==> config.mk <==
export PLATFORM = sky130hd
export DESIGN_NAME = rbfk_queue
export DESIGN_NICKNAME = d
export VERILOG_FILES = /design/src/rbfk_pkg.sv /design/src/rbfk_queue.sv
export SDC_FILE = /design/constraint.sdc
export NUM_CORES = 1
export LEC_CHECK = 0
export ABC_AREA = 1
export BUFFER_PORTS_ARGS = -buffer_cell sky130_fd_sc_hd__buf_2
export CAP_MARGIN = 25
export CORE_MARGIN = 2
export CORE_UTILIZATION = 35
export DETAILED_ROUTE_END_ITERATION = 6
export PLACE_DENSITY = 0.61
export SYNTH_ARGS = -nofsm -noshare
export SYNTH_HDL_FRONTEND = slang
export SYNTH_SLANG_ARGS = --single-unit
==> constraint.sdc <==
create_clock -name clk -period 3.75 [get_ports clk]
set_input_delay 0.1875 -clock clk [delete_from_list [all_inputs] [get_ports clk]]
set_output_delay 0.1875 -clock clk [all_outputs]
set_load 0.05 [all_outputs]
==> src/rbfk_pkg.sv <==
// Shared types and constants of the RBF kernel unit.
// No dependencies; imported by the front, queue, back and top modules.
package rbfk_pkg;

  localparam int SUM_W       = 40;
  localparam int ELEM_W      = 16;
  localparam int SQ_W        = 32;
  localparam int GAMMA_W     = 24;
  localparam int KV_W        = 16;
  localparam int QUEUE_DEPTH = 2;
  localparam int QPTR_W      = $clog2(QUEUE_DEPTH);

  localparam logic [GAMMA_W-1:0] GAMMA_RESET = 24'd32768;
  // log2(e) in Q1.30
  localparam logic [30:0] LOG2E_Q30 = 31'd1549082005;
  // exponent cut-off: gamma*sum >= 12.0 in Q.32 gives zero
  localparam logic [63:0] EXP_LIMIT = 64'h0000_000C_0000_0000;

  // finished squared-distance sum of one vector pair
  typedef struct packed {
    logic [SUM_W-1:0] sum;
    logic             overflow;
  } rbfk_pair_t;

  typedef enum logic [3:0] {
    BK_IDLE,
    BK_MUL_LO,
    BK_MUL_HI,
    BK_ADD,
    BK_ROUND,
    BK_LOG_MUL,
    BK_LOG_RND,
    BK_RD_LO,
    BK_RD_HI,
    BK_DIFF,
    BK_DMUL,
    BK_INTERP,
    BK_SHIFT,
    BK_OUT
  } rbfk_state_t;

endpackage

==> src/rbfk_queue.sv <==
// Short queue of finished pair sums between front and back.
// Depends on rbfk_pkg.
module rbfk_queue (
  input  logic                 clk,
  input  logic                 rst,
  input  logic                 q_push,
  input  rbfk_pkg::rbfk_pair_t q_wdata,
  output logic                 q_full,
  input  logic                 q_pop,
  output rbfk_pkg::rbfk_pair_t q_rdata,
  output logic                 q_empty
);
  import rbfk_pkg::*;

  rbfk_pair_t        mem [QUEUE_DEPTH];
  logic [QPTR_W-1:0] wr_ptr;
  logic [QPTR_W-1:0] rd_ptr;
  logic [QPTR_W:0]   count;
  logic              do_push;
  logic              do_pop;

  assign q_full  = (count == (QPTR_W+1)'(QUEUE_DEPTH));
  assign q_empty = (count == '0);
  assign do_push = q_push & ~q_full;
  assign do_pop  = q_pop & ~q_empty;
  assign q_rdata = mem[rd_ptr];

  always_ff @(posedge clk) begin
    if (rst) begin
      wr_ptr <= '0;
      rd_ptr <= '0;
      count  <= '0;
    end else begin
      if (do_push) begin
        wr_ptr <= wr_ptr + 1'b1;
      end
      if (do_pop) begin
        rd_ptr <= rd_ptr + 1'b1;
      end
      unique case ({do_push, do_pop})
        2'b10:   count <= count + 1'b1;
        2'b01:   count <= count - 1'b1;
        default: count <= count;
      endcase
    end
  end

  always_ff @(posedge clk) begin
    if (do_push) begin
      mem[wr_ptr] <= q_wdata;
    end
  end

endmodule

==> results.toml <==
[outcome]
outcome = "complete, no violations"

[power_and_ir_drop]
seq_power_share_pct = 45.3
p_leak_nw = 1.66
internal_power_mw = 1.83
vdd_drop_max_mv = 0.293
switchingPower_uw = 923
clock_power_share_pct = 24.9
combPwrFrac_pct = 29.8
switching_share_pct = 33.6
pwr_density_cell_mw_per_mm2 = 661

[placed_design]
hpwlAfterDp_microns = 3460
gp_congestion = 0.652
port_buffers = 87
place_area_sq_mm = 0.00395
pre_cts_slack_ns = 1.66

[critical_path]
crit_arrival_ns = 2.21
cp.required_ns = 3.56
end_kind = "output port"
crit_fanout = 22
crit_chain = "buf_4 -> mux2_4 -> buf_2"
crit_family = "flip-flops"
path_buf_inv = 2
cpPeakStageDelay_ns = 0.83
critPathKind = "reg -> out"
cp_slowest_cell = "dfxtp_2"
reg2reg_from = "count[0]"
critPathLaunchType = "register"

[final_layout]
synthToLayoutAreaGrowth_pct = 21.9
drive_gt1_share_pct = 54.9
num-nets-final = 309
final_area_sq_mm = 0.00416
diodes = 0
fillCellCount = 872

[die]
rows = 36
io_pins = 88
fp.dieArea_sq_mm = 0.0106
core-area_sq_mm = 0.00959
start_util_pct = 35.6
die_h_microns = 103
die_w_microns = 103

[sta]
worstMarginPinSlew_ns = 0.932
setup_viol = 0
final.setup.tns_ns = 0
finalMaxSlewViolations = 0
finalHoldViolations = 0
relSlewSlack_pct = 37.8
timing.fmax_mhz = 418
rsz0062_at_grt = "no"
finClkSkew_ns = 0.00641
min_period_ns = 2.39
fin_ws_ns = 1.36
fin_crit_sh_pct = 63.9

[clock_network]
cts_root_buf = "clkbuf_8"
cts_inserted_buffers = 9
clockBufferDepth = 2
postCtsHoldBufs = 0
htree_levels = 3
cts_sinks = 87
cts-resized-gates = 0
cts_tree = "yes"
clk_pin_slew_ns = 0.09
cts_setup_buffers = 0
clk_latency_ns = 0.34

[flow_run]
drv_cap = 0

[route]
drt_iter0_markers = 36
drtAntennaViolNets = 0
drt_wl_total_microns = 5270
dr.pass1.iters = 4
wire_per_inst_microns = 13.1
drc = 0
num_vias = 1708
via_per_inst = 4.26

[logic_synthesis]
yosys.area_share.simple_pct = 2.60
synth_adder_area_share_pct = 0.367
synth_area_per_cell_sq_um = 20.3
synth_compound_gate_area_share_pct = 0.293
muxShareOfSynthArea_pct = 17.9
synth_warnings = 0
syn_inst = 168
syn-num-nets = 214
synth_top_family_by_area = "multiplexers"
synth.distinct_cells = 13
synth.yosys.seq_area_share_pct = 75.1
synth-seq-cells = 87
synthXorXnorAreaFrac_pct = 0
synth_area_sq_mm = 0.00341

[global_routing]
antenna_found_initial = 0
grt_usage_pct = 10.4
grt_pass1_vias = 1708
grt_max_degree = 42
grt_pass1_wl_microns = 8040
grt-ovfl-total = 0

[worst_hold_path]
worstHoldStart = "q_wdata[39]"
hold_class = "in -> reg"
## final cells by class
| type | instances | area, sq um | share of cell area (%) |
|---|---|---|---|
| clock buffer | 10 | 128 | 3.07 |
| timing repair buffer | 89 | 450 | 10.8 |
| inverter | 9 | 33.8 | 0.813 |
| multi-input combinational | 67 | 731 | 17.6 |
| clock inverter | 6 | 85.1 | 2.05 |
| sequential | 87 | 2560 | 61.7 |
| tap | 133 | 166 | 4.00 |
## Yosys cell counts, drive strengths merged
library cell  count  share of area (%)
mux2             41                 18
nand2             8               0.88
dfxtp             5                2.9
o21ai             1               0.15
buf               5                2.7
nor2             14                1.5
ha                1               0.37
nand4             1               0.18
edfxtp           82                 72
inv               9               0.99
a21oi             1               0.15
## cells in the final DEF (no fill, tap or decap), types with 2 or more instances in the layout
cell type  netlist  layout
nand2_1          8       8
dfxtp_1          5       4
nor2_1          14      13
buf_4            0       2
inv_1            9       8
clkbuf_8         0       9
edfxtp_1        82      82
mux2_4          40      40
bufinv_16        0       2
buf_2            0      87
## flip-flops by register name, indices dropped and copies added (netlist names), named ones only
register  flops
count         2
mem          82
rd_ptr        1
wr_ptr        1
## power by group through the flow
stage / Clock, mW / Combinational [mW] / Sequential, mW
finish: 0.685 / 0.820 / 1.25
global route: 0.750 / 0.867 / 1.26
CTS: 0.710 / 0.831 / 1.25
detailed placement: 0 / 0.830 / 1.27
global placement: 0 / 0.825 / 1.27
floorplan: 0 / 0.742 / 1.24
## layer usage
layer,vias to the layer above,share of wire (%),global-route usage [%]
li1,812,-,-
met1,833,41,12.1
met2,54,51,16.9
met3,9,6.4,3.53
met4,0,1.8,5.85
met5,-,0,0
## worst register-to-register path, cell delays in order (launching register included)
cell and delay (ns):
dfxtp_1 0.41, nor2_1 0.08, nor2_1 0.21, inv_1 0.13
nor2_4 0.45, buf_4 0.44
## through the flow
stage	power (mW)	hold WS, ns	instances	util, %
3_3_place_gp	2.09	0.376	385	41.1
4_1_cts	2.79	0.00382	401	43.3
2_1_floorplan	1.98	0.286	168	-
5_1_grt	2.88	0.00466	401	43.3
3_5_place_dp	2.10	0.379	385	41.1
6_report	2.75	0.0307	401	43.3
## worst paths after layout
path                      end  slack [ns]  depth (start not counted)
setup / recovery  q_rdata[29]        1.36                          3
hold reg to reg      register        0.50                          2
setup reg to reg   mem[0][10]        1.69                          5
hold / removal     mem[1][39]        0.03                          1
## cell families after synthesis
kind of cell / Yosys count
and+or+nand+nor: 23
buffers and inverters: 14
adders and majority gates: 1
muxes: 41
AOI/OAI and AO/OA: 2
DFF: 87
(Power assumes the default switching activity.)
