==> src/rbfk_pkg.sv <==
// Shared types and constants of the RBF kernel unit.
// No dependencies; imported by the front, queue, back and top modules.
package rbfk_pkg;

  localparam int SUM_W       = 40;
  localparam int ELEM_W      = 16;
  localparam int SQ_W        = 32;
  localparam int GAMMA_W     = 24;
  localparam int KV_W        = 16;
  localparam int QUEUE_DEPTH = 2;
  localparam int QPTR_W      = $clog2(QUEUE_DEPTH);

  localparam logic [GAMMA_W-1:0] GAMMA_RESET = 24'd32768;
  // log2(e) in Q1.30
  localparam logic [30:0] LOG2E_Q30 = 31'd1549082005;
  // exponent cut-off: gamma*sum >= 12.0 in Q.32 gives zero
  localparam logic [63:0] EXP_LIMIT = 64'h0000_000C_0000_0000;

  // finished squared-distance sum of one vector pair
  typedef struct packed {
    logic [SUM_W-1:0] sum;
    logic             overflow;
  } rbfk_pair_t;

  typedef enum logic [3:0] {
    BK_IDLE,
    BK_MUL_LO,
    BK_MUL_HI,
    BK_ADD,
    BK_ROUND,
    BK_LOG_MUL,
    BK_LOG_RND,
    BK_RD_LO,
    BK_RD_HI,
    BK_DIFF,
    BK_DMUL,
    BK_INTERP,
    BK_SHIFT,
    BK_OUT
  } rbfk_state_t;

endpackage

==> src/rbfk_front.sv <==
// Front end: accepts coordinate words, squares differences, accumulates per pair.
// Depends on rbfk_pkg; feeds rbfk_queue.
module rbfk_front (
  input  logic                              clk,
  input  logic                              rst,
  input  logic                              push,
  output logic                              full,
  input  logic signed [rbfk_pkg::ELEM_W-1:0] x_element,
  input  logic signed [rbfk_pkg::ELEM_W-1:0] y_element,
  input  logic                              last_element,
  output logic                              q_push,
  output rbfk_pkg::rbfk_pair_t              q_data,
  input  logic                              q_full
);
  import rbfk_pkg::*;

  logic [ELEM_W:0]  diff;
  logic [ELEM_W:0]  mag;
  logic [SQ_W-1:0]  in_sq;
  logic             s1_valid;
  logic [SQ_W-1:0]  s1_sq;
  logic             s1_last;
  logic [SUM_W-1:0] acc;
  logic             ovf;
  logic [SUM_W:0]   acc_sum;
  logic [SUM_W-1:0] sum_next;
  logic             ovf_next;
  logic             stall;
  logic             advance;
  logic             accept;

  always_comb begin
    diff  = {x_element[ELEM_W-1], x_element} - {y_element[ELEM_W-1], y_element};
    mag   = diff[ELEM_W] ? ((ELEM_W+1)'(0) - diff) : diff;
    in_sq = {16'd0, mag[ELEM_W-1:0]} * {16'd0, mag[ELEM_W-1:0]};
  end

  // hold a last word while the queue has no room
  assign stall   = s1_valid & s1_last & q_full;
  assign advance = s1_valid & ~stall;
  assign full    = stall;
  assign accept  = push & ~stall;

  always_comb begin
    acc_sum  = {1'b0, acc} + {(SUM_W+1-SQ_W)'(0), s1_sq};
    sum_next = acc_sum[SUM_W] ? {SUM_W{1'b1}} : acc_sum[SUM_W-1:0];
    ovf_next = ovf | acc_sum[SUM_W];
    q_push   = advance & s1_last;
    q_data   = '{sum: sum_next, overflow: ovf_next};
  end

  always_ff @(posedge clk) begin
    if (rst) begin
      s1_valid <= 1'b0;
      acc      <= '0;
      ovf      <= 1'b0;
    end else begin
      if (accept) begin
        s1_valid <= 1'b1;
      end else if (advance) begin
        s1_valid <= 1'b0;
      end
      if (advance) begin
        if (s1_last) begin
          acc <= '0;
          ovf <= 1'b0;
        end else begin
          acc <= sum_next;
          ovf <= ovf_next;
        end
      end
    end
  end

  always_ff @(posedge clk) begin
    if (accept) begin
      s1_sq   <= in_sq;
      s1_last <= last_element;
    end
  end

endmodule

==> config.mk <==
export PLATFORM = sky130hd
export DESIGN_NAME = rbfk_front
export DESIGN_NICKNAME = d
export VERILOG_FILES = /design/src/rbfk_pkg.sv /design/src/rbfk_front.sv
export SDC_FILE = /design/constraint.sdc
export NUM_CORES = 1
export LEC_CHECK = 0
export ABC_AREA = 1
export BUFFER_PORTS_ARGS = -buffer_cell sky130_fd_sc_hd__buf_2
export CORE_MARGIN = 2
export CORE_UTILIZATION = 60
export DETAILED_ROUTE_END_ITERATION = 12
export GPL_TIMING_DRIVEN = 0
export HOLD_SLACK_MARGIN = 0.06
export PLACE_DENSITY = 0.79
export SYNTH_ARGS = -nofsm -noshare
export SYNTH_HDL_FRONTEND = slang
export SYNTH_SLANG_ARGS = --single-unit
==> constraint.sdc <==
create_clock -name clk -period 8.8 [get_ports clk]
set_input_delay 0.88 -clock clk [delete_from_list [all_inputs] [get_ports clk]]
set_output_delay 0.88 -clock clk [all_outputs]
set_load 0.05 [all_outputs]
==> results.cfg <==
[outcome]
status = finished, final reports clean

[setup_path]
crit_top_cell = inv_1
crit_arrival_ns = 8.47
cp-start-kind = input pin
worstPathMaxFanout = 10
crit_type = in -> reg
worstPathRequired_ns = 8.90
critPathBufInv = 11
cp-end-kind = register
max_stage_delay_ns = 0.55
critPathSlowestCell = fa_1
cp_top_family = adder cells

[sta]
timing.slew.headroom = 0.1524
rsz0062_at_grt = no
min_period_ns = 8.373
fin_skew_ns = 0.01927
fmax_mhz = 119.4
min_period_over_period = 0.9515
finalSetupViolCount = 0
slew_violations = 0
hold_viol_final = 0
tightest_slew_ns = 1.270

[synth]
ys_types = 53
ys_top_cells_by_count = 432 x nand2_1, 412 x inv_1, 165 x fa_1
async_reset_ff_frac = 0
synth_adder_area_share = 0.3643
muxShareOfSynthArea = 0
synth_edf_count = 32
synth_most_common_cell = nand2_1
synth_area_leaders = fa_1 24%, ha_1 13%, nand2_1 12%
ys_seq_elements = 74
synth_compound_area_frac = 0.08783
syn_inst = 1926
seq_area_frac_synth = 0.1283
ys.flop_type = dfxtp_1
syn_avg_cell_area_um2 = 7.293
syn_nets = 2273
synth_top_area_share = 0.2352
synth_xor_xnor_area_share = 0.03626
synth_top_area_cell = fa_1
ys_warn_count = 0
synth_area_um2 = 14050
synthSimpleGateAreaFrac = 0.2498
synth_top_family_by_area = adder cells

[floorplanning]
io_pins = 80
core_area_um2 = 22780
rows = 55
die_height_um = 157.0
die_w_um = 157.0
initial_utilization = 0.6166
die_area_um2 = 24650

[clocking]
holdBufCountCts = 0
cts_buffers = 9
clkLatencyLatePin_ns = 0.35
cts.sinks = 74
clk_pin_slew_ns = 0.06
cts_max_path_buffers = 2
root_buffer = clkbuf_16
cts_tree = yes
htree_num_levels = 3

[finish]
fillers = 1994
final_cells = 2338
drive_above_1_share = 0.1235
area_growth_syn_to_layout_pct = 8.784
antenna_cells = 0
fin_nets = 2367

[global_routing]
antenna_found_initial = 0
grt_max_degree = 33
grt_pass1_vias = 12890
track_usage = 0.2968
grt_first_pass_wirelength_um = 58850
overflow = 0

[routing]
drtIter0Drc = 919
detail_route.wl_per_cell_um = 14.75
ant_nets = 0
routed_wl_um = 34500
viasPerCell = 5.357
drc = 0
first_pass_iters = 6
vias = 12520

[hold_path]
hold_class = reg -> reg

[run]
drv_cap = 0

[placed_design]
hpwl_um = 29270
dp_cells = 2317
io_buffer_count = 78
gp_congestion = 0.9348
[worst paths after layout]
check	startpoint	to	slack [ns]	cells past startpoint
hold / removal	acc[13]	acc[13]	0.47	2
setup reg to reg	s1_sq[0]	acc[10]	5.69	15
hold reg to reg	acc[13]	acc[13]	0.47	2
setup / recovery	x_element[0]	s1_sq[29]	0.43	42
[layout by cell type, fill, tap and decap left out, types with 9 or more instances in the layout]
cell | Yosys | final
nor3_1 | 10 | 10
clkbuf_16 | 0 | 9
dfxtp_1 | 42 | 42
nor2_1 | 161 | 155
xnor2_1 | 16 | 16
a21oi_1 | 111 | 107
ha_1 | 145 | 143
nand2_2 | 22 | 18
fa_1 | 165 | 164
o21bai_1 | 11 | 10
nor2_4 | 14 | 14
nand2_4 | 4 | 9
nand3_1 | 95 | 95
clkbuf_1 | 14 | 14
nor2_2 | 14 | 20
buf_2 | 7 | 84
nand2_1 | 432 | 431
a31oi_1 | 15 | 15
a21o_1 | 10 | 10
inv_2 | 28 | 29
xor2_1 | 34 | 34
nand4_1 | 16 | 16
edfxtp_1 | 32 | 32
o21ai_0 | 46 | 43
inv_1 | 412 | 410
[tightest hold or removal path, delay by kind of cell (launching register included)]
kind / cells / cell delay (ns)
simple gates: 1 / 0.06
compound gates: 1 / 0.06
flops: 1 / 0.31
[cells by family (layout without fill, tap and decap cells)]
| kind of cell | Yosys count | count (layout) |
|---|---|---|
| adders and majority gates | 310 | 310 |
| and+or+nand+nor | 796 | 796 |
| buffers and inverters | 476 | 575 |
| AOI/OAI and AO/OA | 217 | 217 |
| DFF | 74 | 74 |
| xor gates and xnor gates | 53 | 53 |
[per-stage QoR]
stage / utilization / worst slack, ns / instance area [um^2] / hold slack (ns) / TNS [ns]
final: 0.6708 / 0.4268 / 15280 / 0.4722 / 0
after global routing: 0.6708 / 0.001435 / 15280 / 0.4939 / 0
after CTS: 0.6654 / 0.007357 / 15160 / 0.4717 / 0
after detailed placement: 0.6510 / -0.6851 / 14830 / 0.4630 / -1.867
after global placement: 0.6510 / -0.5635 / 14830 / 0.4563 / -1.209
after floorplan: - / 0.5996 / 14050 / 0.4491 / 0
[routing by layer]
| metal | share of wire | GRT usage | wire (um) | vias up |
|---|---|---|---|---|
| li1 | - | - | - | 6135 |
| met1 | 0.43 | 0.3690 | 14790 | 5963 |
| met2 | 0.50 | 0.5349 | 17090 | 361 |
| met3 | 0.053 | 0.03992 | 1826 | 65 |
| met4 | 0.023 | 0.09174 | 784 | 0 |
| met5 | 0 | 0 | 0 | - |
[sequential cells by signal, summed over array words and instances, names as in the netlist]
name      flops
acc          40
s1_valid      1
s1_last       1
s1_sq        31
ovf           1
[area by class of cell]
class                           count  area [um^2]  area share
Clock buffer                        9        225.2     0.01474
Clock inverter                      7        77.57    0.005077
Timing Repair Buffer               83        427.9     0.02801
Inverter                          443         1674      0.1096
Tap cell                          313        391.6     0.02563
Multi-Input combinational cell   1376        10470      0.6852
Sequential cell                    74         1802      0.1179
Buffer                             33        211.5     0.01384
[timing repair]
action,CTS,global route
pin swaps,0,3
setup buffers,1,4
setup endpoints to repair,2,8
gates resized for setup,5,26
Power is not shown: default switching activity piles up to over one toggle a cycle in this logic, so the estimate is an artifact.
